## src/tsc_pkg.sv

```systemverilog
package tsc_pkg;

    localparam int unsigned CNT_W     = 64;
    localparam int unsigned TICK_W    = 32;
    localparam int unsigned FREQ_W    = 33;
    localparam int unsigned SEC_W     = 35;
    localparam int unsigned NSEC_W    = 30;
    localparam int unsigned MPLIER_W  = 30;
    localparam int unsigned ALU_W     = 65;
    localparam int unsigned STEP_W    = 6;
    localparam int unsigned MUL_STEPS = 30;
    localparam int unsigned DIV_STEPS = 64;

    localparam logic [MPLIER_W-1:0] TICK_HZ    = 30'd1193182;
    localparam logic [MPLIER_W-1:0] NS_PER_SEC = 30'd1000000000;
    localparam logic [CNT_W-1:0]    FREQ_MIN     = 64'd100000000;
    localparam logic [CNT_W-1:0]    FREQ_MAX     = 64'd5000000000;
    localparam logic [FREQ_W-1:0]   FREQ_DEFAULT = 33'd2400000000;

    localparam logic [1:0] ST_OK        = 2'd0;
    localparam logic [1:0] ST_UNCAL     = 2'd1;
    localparam logic [1:0] ST_DEFAULTED = 2'd2;

    localparam logic ACT_CALIBRATE = 1'b0;
    localparam logic ACT_CONVERT   = 1'b1;

    typedef struct packed {
        logic              action;
        logic [CNT_W-1:0]  cycle_count;
        logic [TICK_W-1:0] ref_tick_delta;
    } t_cmd;

    typedef struct packed {
        logic [1:0]        status;
        logic [SEC_W-1:0]  seconds;
        logic [NSEC_W-1:0] nanoseconds;
    } t_res;

    typedef struct packed {
        logic idle;
        logic mul_step;
        logic div_setup;
        logic div_step;
        logic finish;
        logic pass;
    } t_seq_ctl;

endpackage

```

## src/tsc_calibrate_and_time_convert_unit.sv

```systemverilog
// Cycle-counter calibration and counter-to-time conversion.
// Command channel: i_cmd is taken at a rising edge with i_start high and
// o_busy low. action 0 calibrates the stored frequency from a cycle delta
// and a reference tick delta; action 1 converts a counter value to whole
// seconds and nanoseconds.
// Result channel: o_valid is high for exactly one cycle with o_result; the
// receiver cannot hold it off.
// A calibrate with a frequency already stored, or a convert with none
// stored, answers in the cycle after acceptance. A calibration runs 30
// shift-add multiply steps, one setup, 64 division steps and one range
// check; a conversion adds a second setup and 64-step division that
// splits seconds from nanoseconds. All steps share one 65-bit adder/
// subtractor; o_busy stays high for the whole transaction, so the unit
// takes no new command until the last one has finished.
// Reset clears the stored frequency (not calibrated) and the sequencer.
module tsc_calibrate_and_time_convert_unit
    import tsc_pkg::*;
(
    input  logic i_clk,
    input  logic i_rst_n,
    input  logic i_start,
    input  t_cmd i_cmd,
    output logic o_busy,
    output logic o_valid,
    output t_res o_result
);

    t_seq_ctl w_ctl;

    logic [CNT_W-1:0]    r_acc;
    logic [CNT_W-1:0]    r_mcand;
    logic [MPLIER_W-1:0] r_mplier;
    logic [CNT_W-1:0]    r_quo;
    logic [FREQ_W-1:0]   r_rem;
    logic [FREQ_W-1:0]   r_div;
    logic [TICK_W-1:0]   r_ticks;
    logic                r_action;
    logic [FREQ_W-1:0]   r_freq;
    logic                r_valid;
    t_res                r_res;

    logic             w_accept;
    logic             w_early;
    logic [1:0]       w_early_status;
    logic [FREQ_W:0]  w_shifted;
    logic [ALU_W-1:0] w_a;
    logic [ALU_W-1:0] w_b;
    logic [ALU_W-1:0] w_y;
    logic             w_out_of_range;

    assign w_accept = i_start && w_ctl.idle;
    assign w_early  = ((i_cmd.action == ACT_CALIBRATE) && (r_freq != '0)) ||
                      ((i_cmd.action == ACT_CONVERT) && (r_freq == '0));
    assign w_early_status = (i_cmd.action == ACT_CONVERT) ? ST_UNCAL : ST_OK;

    assign w_shifted = {r_rem, r_quo[CNT_W-1]};

    always_comb begin
        if (w_ctl.div_step) begin
            w_a = ALU_W'(w_shifted);
            w_b = ALU_W'(r_div);
        end else begin
            w_a = ALU_W'(r_acc);
            w_b = ALU_W'(r_mcand);
        end
    end

    tsc_alu u_alu (
        .i_a   (w_a),
        .i_b   (w_b),
        .i_sub (w_ctl.div_step),
        .o_y   (w_y)
    );

    tsc_seq u_seq (
        .i_clk    (i_clk),
        .i_rst_n  (i_rst_n),
        .i_go     (w_accept && !w_early),
        .i_action (r_action),
        .o_ctl    (w_ctl)
    );

    assign w_out_of_range = (r_quo < FREQ_MIN) || (r_quo > FREQ_MAX);

    always_ff @(posedge i_clk) begin
        if (w_accept && !w_early) begin
            r_acc    <= '0;
            r_mcand  <= i_cmd.cycle_count;
            r_mplier <= (i_cmd.action == ACT_CONVERT) ? NS_PER_SEC : TICK_HZ;
            r_ticks  <= i_cmd.ref_tick_delta;
            r_action <= i_cmd.action;
        end
        if (w_ctl.mul_step) begin
            if (r_mplier[0]) begin
                r_acc <= w_y[CNT_W-1:0];
            end
            r_mcand  <= {r_mcand[CNT_W-2:0], 1'b0};
            r_mplier <= {1'b0, r_mplier[MPLIER_W-1:1]};
        end
        if (w_ctl.div_setup) begin
            r_rem <= '0;
            if (!w_ctl.pass) begin
                r_quo <= r_acc;
                if (r_action == ACT_CONVERT) begin
                    r_div <= r_freq;
                end else if (r_ticks == '0) begin
                    r_div <= FREQ_W'(1);
                end else begin
                    r_div <= FREQ_W'(r_ticks);
                end
            end else begin
                r_div <= FREQ_W'(NS_PER_SEC);
            end
        end
        if (w_ctl.div_step) begin
            if (!w_y[ALU_W-1]) begin
                r_rem <= w_y[FREQ_W-1:0];
                r_quo <= {r_quo[CNT_W-2:0], 1'b1};
            end else begin
                r_rem <= w_shifted[FREQ_W-1:0];
                r_quo <= {r_quo[CNT_W-2:0], 1'b0};
            end
        end
        if (w_accept && w_early) begin
            r_res.status      <= w_early_status;
            r_res.seconds     <= '0;
            r_res.nanoseconds <= '0;
        end else if (w_ctl.finish) begin
            if (r_action == ACT_CONVERT) begin
                r_res.status      <= ST_OK;
                r_res.seconds     <= r_quo[SEC_W-1:0];
                r_res.nanoseconds <= r_rem[NSEC_W-1:0];
            end else begin
                r_res.status      <= w_out_of_range ? ST_DEFAULTED : ST_OK;
                r_res.seconds     <= '0;
                r_res.nanoseconds <= '0;
            end
        end
    end

    always_ff @(posedge i_clk) begin
        if (!i_rst_n) begin
            r_freq  <= '0;
            r_valid <= 1'b0;
        end else begin
            r_valid <= (w_accept && w_early) || w_ctl.finish;
            if (w_ctl.finish && r_action == ACT_CALIBRATE) begin
                r_freq <= w_out_of_range ? FREQ_DEFAULT : r_quo[FREQ_W-1:0];
            end
        end
    end

    assign o_busy   = !w_ctl.idle;
    assign o_valid  = r_valid;
    assign o_result = r_res;

`ifndef SYNTHESIS
    a_freq_sticky: assert property (@(posedge i_clk) disable iff (!i_rst_n)
        (r_freq != '0) |=> (r_freq != '0))
        else $error("stored frequency lost");
    a_freq_in_range: assert property (@(posedge i_clk) disable iff (!i_rst_n)
        (r_freq == '0) || ((CNT_W'(r_freq) >= FREQ_MIN) && (CNT_W'(r_freq) <= FREQ_MAX)))
        else $error("stored frequency out of range");
    a_uncal_zero: assert property (@(posedge i_clk) disable iff (!i_rst_n)
        (o_valid && o_result.status == ST_UNCAL) |->
        (o_result.seconds == '0 && o_result.nanoseconds == '0))
        else $error("uncalibrated result carries a time");
    a_ns_bound: assert property (@(posedge i_clk) disable iff (!i_rst_n)
        o_valid |-> (o_result.nanoseconds < NS_PER_SEC))
        else $error("nanosecond field not below one second");
`endif

endmodule

```

## src/tsc_alu.sv

```systemverilog
module tsc_alu
    import tsc_pkg::*;
(
    input  logic [ALU_W-1:0] i_a,
    input  logic [ALU_W-1:0] i_b,
    input  logic             i_sub,
    output logic [ALU_W-1:0] o_y
);

    logic [ALU_W-1:0] w_b;

    assign w_b = i_sub ? ~i_b : i_b;
    assign o_y = i_a + w_b + {{(ALU_W-1){1'b0}}, i_sub};

endmodule

```

## src/tsc_seq.sv

```systemverilog
module tsc_seq
    import tsc_pkg::*;
(
    input  logic     i_clk,
    input  logic     i_rst_n,
    input  logic     i_go,
    input  logic     i_action,
    output t_seq_ctl o_ctl
);

    typedef enum logic [4:0] {
        S_IDLE = 5'b00001,
        S_MUL  = 5'b00010,
        S_DSET = 5'b00100,
        S_DIV  = 5'b01000,
        S_FIN  = 5'b10000
    } t_state;

    t_state            r_state, n_state;
    logic [STEP_W-1:0] r_cnt, n_cnt;
    logic              r_pass, n_pass;

    always_comb begin
        n_state = r_state;
        n_cnt   = r_cnt;
        n_pass  = r_pass;
        unique case (r_state)
            S_IDLE: begin
                if (i_go) begin
                    n_state = S_MUL;
                    n_cnt   = '0;
                    n_pass  = 1'b0;
                end
            end
            S_MUL: begin
                n_cnt = r_cnt + 1'b1;
                if (r_cnt == STEP_W'(MUL_STEPS - 1)) begin
                    n_state = S_DSET;
                end
            end
            S_DSET: begin
                n_state = S_DIV;
                n_cnt   = '0;
            end
            S_DIV: begin
                n_cnt = r_cnt + 1'b1;
                if (r_cnt == STEP_W'(DIV_STEPS - 1)) begin
                    if (i_action == ACT_CONVERT && !r_pass) begin
                        n_pass  = 1'b1;
                        n_state = S_DSET;
                    end else begin
                        n_state = S_FIN;
                    end
                end
            end
            S_FIN: begin
                n_state = S_IDLE;
            end
            default: begin
                n_state = S_IDLE;
            end
        endcase
    end

    always_ff @(posedge i_clk) begin
        if (!i_rst_n) begin
            r_state <= S_IDLE;
            r_cnt   <= '0;
            r_pass  <= 1'b0;
        end else begin
            r_state <= n_state;
            r_cnt   <= n_cnt;
            r_pass  <= n_pass;
        end
    end

    assign o_ctl.idle      = (r_state == S_IDLE);
    assign o_ctl.mul_step  = (r_state == S_MUL);
    assign o_ctl.div_setup = (r_state == S_DSET);
    assign o_ctl.div_step  = (r_state == S_DIV);
    assign o_ctl.finish    = (r_state == S_FIN);
    assign o_ctl.pass      = r_pass;

`ifndef SYNTHESIS
    a_go_leaves_idle: assert property (@(posedge i_clk) disable iff (!i_rst_n)
        (r_state == S_IDLE && i_go) |=> (r_state == S_MUL))
        else $error("sequencer did not start multiply");
    a_second_pass_convert: assert property (@(posedge i_clk) disable iff (!i_rst_n)
        (r_pass && r_state != S_IDLE) |-> (i_action == ACT_CONVERT))
        else $error("second division on a calibrate transaction");
`endif

endmodule

```

## config.mk

```make
export PLATFORM = sky130hd
export DESIGN_NAME = tsc_calibrate_and_time_convert_unit
export DESIGN_NICKNAME = d
export VERILOG_FILES = /design/src/tsc_pkg.sv /design/src/tsc_calibrate_and_time_convert_unit.sv /design/src/tsc_alu.sv /design/src/tsc_seq.sv
export SDC_FILE = /design/constraint.sdc
export NUM_CORES = 1
export LEC_CHECK = 0
export ABC_AREA = 1
export BUFFER_PORTS_ARGS = -buffer_cell sky130_fd_sc_hd__buf_2
export CELL_PAD_IN_SITES_DETAIL_PLACEMENT = 0
export CELL_PAD_IN_SITES_GLOBAL_PLACEMENT = 2
export CORE_MARGIN = 2
export CORE_UTILIZATION = 39
export CTS_CLUSTER_DIAMETER = 30
export DETAILED_ROUTE_END_ITERATION = 10
export PLACE_DENSITY = 0.85
export SLEW_MARGIN = 20
export SYNTH_ARGS = -nofsm -noshare
export SYNTH_HDL_FRONTEND = slang
export SYNTH_HIERARCHICAL = 1
export SYNTH_SLANG_ARGS = --single-unit
```

## constraint.sdc

```tcl
create_clock -name i_clk -period 20.9 [get_ports i_clk]
set_clock_uncertainty 0.2 [all_clocks]
set_input_delay 2.09 -clock i_clk [delete_from_list [all_inputs] [get_ports i_clk]]
set_output_delay 2.09 -clock i_clk [all_outputs]
set_load 0.03 [all_outputs]
```

==> flow_summary_export.csv <==
group,metric,value,unit
power_and_ir_drop,leakage,14.8,nW
logic_synthesis,synth-edff-count,257,
sta,relSlewSlack,30.3,%
sta,rsz0062_at_grt,"false",
finish,fill_cells,6587,
logic_synthesis,synth_ff_type,"edfxtp_1",
power_and_ir_drop,clkPwrFrac,61.1,%
routing,drtAntennaViolNets,0,
sta,worstMarginPinSlew,1050,ps
clocking,root_buffer,"clkbuf_16",
logic_synthesis,synth-seq-cells,434,
routing,num_vias,22900,
setup_path,critPathLaunch,"u_seq/r_state[0]",
clocking,cts_max_level,3,
clocking,postCtsSetupBuffers,0,
logic_synthesis,syn_area,0.0256,sq mm
setup_path,r2r_setup_slack,14840,ps
clocking,cts_made_buffers,104,
logic_synthesis,synth_top_area_share,30.2,%
routing,drc,0,
sta,fmax,165,MHz
clocking,cts_resized,0,
worst_hold_path,hold_class,"reg -> reg",
sta,hold_viol,0,
setup_path,cp-start-kind,"register",
logic_synthesis,synthCells,3474,
sta,tns,0,ps
power_and_ir_drop,sequentialPowerShare,33.5,%
finish,syn_to_final_growth,20.4,%
finish,finalNetCount,3794,
sta,drv_slew,0,
power_and_ir_drop,p_sw_share,22.7,%
power_and_ir_drop,comb_power_share,5.4,%
sta,post-route-period-util,29.0,%
global_routing,overflow,0,
power_and_ir_drop,power.internal,0.00215,W
setup_path,critical_path_class,"reg -> reg",
sta,fin_ws,14840,ps
setup_path,crit_top_cell,"nand2_1",
placed_design,place.gp.congestion,0.954,
floorplanning,core,0.0647,sq mm
run,drv_cap,0,
setup_path,cpPeakStageDelay,760,ps
sta,finalCriticalPeriod,6060,ps
worst_hold_path,hold_start,"r_acc[25]",
setup_path,crit_buf_inv,4,
outcome,status,"finished, final reports clean",
routing,drt_iter0_drc,2094,
clocking,hold_buffers,0,
setup_path,r2r-start,"u_seq/r_state[0]",
placed_design,port_buffers,168,
clocking,clk_path_buf_depth,3,
routing,via_per_inst,5.00,
floorplanning,dieHeight,260,um
sta,setup_viol,0,
logic_synthesis,yosys.area.top_type,"edfxtp_1",
setup_path,critPathTopFamily,"simple AND/OR/NAND/NOR gates",
floorplanning,dieArea,0.0677,sq mm
setup_path,path_cells,"nor2_1, nand3_2, inv_8, buf_6, nand2_1, o21ai_0, inv_1, fa_1, nand3b_1, nand2_1, nand2_1, nand2_1, nand2_1, nand2_2, nand2_1, nand2_2, nand2_1, nand2_1, nand2_1, nand2_1, buf_4, or2_2, o21ai_0",
floorplanning,num_rows,93,
setup_path,crit_arrival,6180,ps
finish,layout-drive-gt1-share,13.7,%
clocking,cts.clk_slew.worst_paths,50,ps
global_routing,antenna_found_initial,6,
clocking,clock_latency,650,ps
power_and_ir_drop,power_density,90.1,mW/mm^2
placed_design,place_hpwl,66700,um
power_and_ir_drop,ir_worst_vdd,0.0801,mV
logic_synthesis,yosysUniqueCellTypes,45,
clocking,cts_tree,"yes",
clocking,cts_sinks,434,
floorplanning,start_util,39.5,%
power_and_ir_drop,p_sw,0.000629,W
global_routing,grt_max_degree,153,
routing,route.detailed.wl_per_inst,19.2,um
logic_synthesis,yosysWarnings,6,
setup_path,crit_path_end_kind,"register",
logic_synthesis,synth-seq-area-share,44.0,%
logic_synthesis,async_reset_ff_share,0,%
global_routing,grt_pass1_vias,22100,
routing,routed_wl,88000,um
floorplanning,die_w,260,um
global_routing,track_usage,25.9,%
routing,dr.pass1.iters,5,
placed_design,dp_worst_setup_slack,14620,ps
setup_path,cpMaxStageDelayCell,"buf_6",
global_routing,grt_pass1_wl,132000,um
logic_synthesis,yosys-top-cells-area,"edfxtp_1 (30%), nand2_1 (16%), dfxtp_1 (14%)",
setup_path,crit_fanout,152,
logic_synthesis,avgSynthCellArea,7.36,sq um
setup_path,critPathRequiredTime,21020,ps
floorplanning,io_pins,169,
-- layout make-up --
type	instances	area [sq um]	area share, %
diodes	3	7.51	0.0244
clock buffers	120	2770	9.00
clock inverters	73	967	3.14
inverters	542	2050	6.64
multi-input cells	2355	11600	37.8
flip-flops and latches	434	11300	36.5
well taps	855	1070	3.47
repair buffers	191	1040	3.37
-- power by group through the flow --
| stage | clock network (W) | registers (W) | logic [W] |
|---|---|---|---|
| after floorplan | 0 | 0.000944 | 0.0000972 |
| after global routing | 0.00177 | 0.000930 | 0.000164 |
| final | 0.00170 | 0.000929 | 0.000150 |
| after detailed placement | 0 | 0.000944 | 0.000149 |
| after CTS | 0.00172 | 0.000929 | 0.000150 |
| after global placement | 0 | 0.000944 | 0.000148 |
-- Yosys cell counts, types with 2 or more instances --
library cell and number:
a211oi_1 2, a21oi_1 174, a21oi_2 3, and2_1 3, buf_1 16, buf_2 22, buf_4 5, buf_6 12
clkbuf_1 89, clkinv_1 4, dfxtp_1 177, edfxtp_1 257, ha_1 65, inv_1 530, inv_2 8, nand2_1 1072
nand2_2 23, nand3_1 200, nand3_2 7, nand3b_1 4, nand4_1 16, nor2_1 315, nor2_2 24, nor2_4 3
nor3_1 12, nor3_2 3, nor4_1 5, o211ai_1 2, o21a_1 5, o21ai_0 225, o21ai_1 5, o21ai_2 2
o21bai_1 12, o22ai_1 9, o22ai_2 54, or2_2 4, xnor2_1 4, xor2_1 94
-- kinds of logic (layout without fill, tap and decap cells) --
family | Yosys count | count (layout) | share of synthesized area, %
AND/OR/NAND/NOR | 1695 | 1695 | 27.2
buffers and inverters | 686 | 926 | 10.6
AO/OA/AOI/OAI | 494 | 494 | 11.6
flip-flops | 434 | 434 | 44.0
XOR/XNOR | 98 | 98 | 3.36
adder cells (fa/ha/maj) | 66 | 66 | 3.26
other | 1 | 5 | 0.0147
-- layout by cell type, fill, tap and decap left out, drive strengths merged, types with 4 or more instances in the layout --
cell type and n:
dfxtp 177, o21bai 12, o22ai 63, o21ai 232, nor2 343, ha 65
nand3b 5, inv 541, bufinv 19, nand4 16, nor4 5, xor2 94
nor3 15, clkbuf 120, a21oi 177, xnor2 4, edfxtp 257, nand3 207
clkinv 43, clkinvlp 12, or2 5, nand2 1096, o21a 5, buf 191
-- final timing paths --
check,endpoint,cells past startpoint
worst max-delay path,r_quo[0],23
worst max register to register,r_quo[0],23
worst min register to register,r_acc[25],2
worst min-delay path,r_acc[25],2
-- worst register-to-register path, cell delays in order (launching register included) --
cell and delay [ps]:
dfxtp_1 340, nor2_1 170, nand3_2 200, inv_8 640, buf_6 850, nand2_1 160, o21ai_0 170, inv_1 120
fa_1 470, nand3b_1 180, nand2_1 130, nand2_1 70, nand2_1 140, nand2_1 90, nand2_2 110, nand2_1 80
nand2_2 110, nand2_1 80, nand2_1 70, nand2_1 50, nand2_1 50, buf_4 380, or2_2 710, o21ai_0 190
-- stage by stage --
step / area, sq um / util [%] / power [W] / hold slack [ps] / std cells
final: 30800 / 47.6 / 0.00278 / 261 / 4573
after global routing: 30800 / 47.6 / 0.00286 / 281 / 4573
after CTS: 30800 / 47.6 / 0.00280 / 263 / 4569
after detailed placement: 27000 / 41.8 / 0.00109 / 257 / 4376
after global placement: 27000 / 41.8 / 0.00109 / 253 / 4376
after floorplan: 25600 / - / 0.00104 / 243 / 3475
-- state kept, by name, summed over array words and instances, names as in the netlist --
| name | flops |
|---|---|
| u_seq/r_pass | 1 |
| u_seq/r_cnt | 6 |
| r_rem | 33 |
| r_freq | 33 |
| r_quo | 64 |
| r_div | 33 |
| r_ticks | 32 |
| r_mplier | 30 |
| r_mcand | 64 |
| o_result | 67 |
| o_valid | 1 |
| r_action | 1 |
| u_seq/r_state | 5 |
| r_acc | 64 |
-- metal layers --
metal  routed length (um)  global-route usage (%)
met2                40600                    41.6
met3                 5020                    3.99
met1                38200                    33.8
met4                 4200                    13.1
met5                    0                       0
Note: power is estimated with default switching activity, not from simulation.
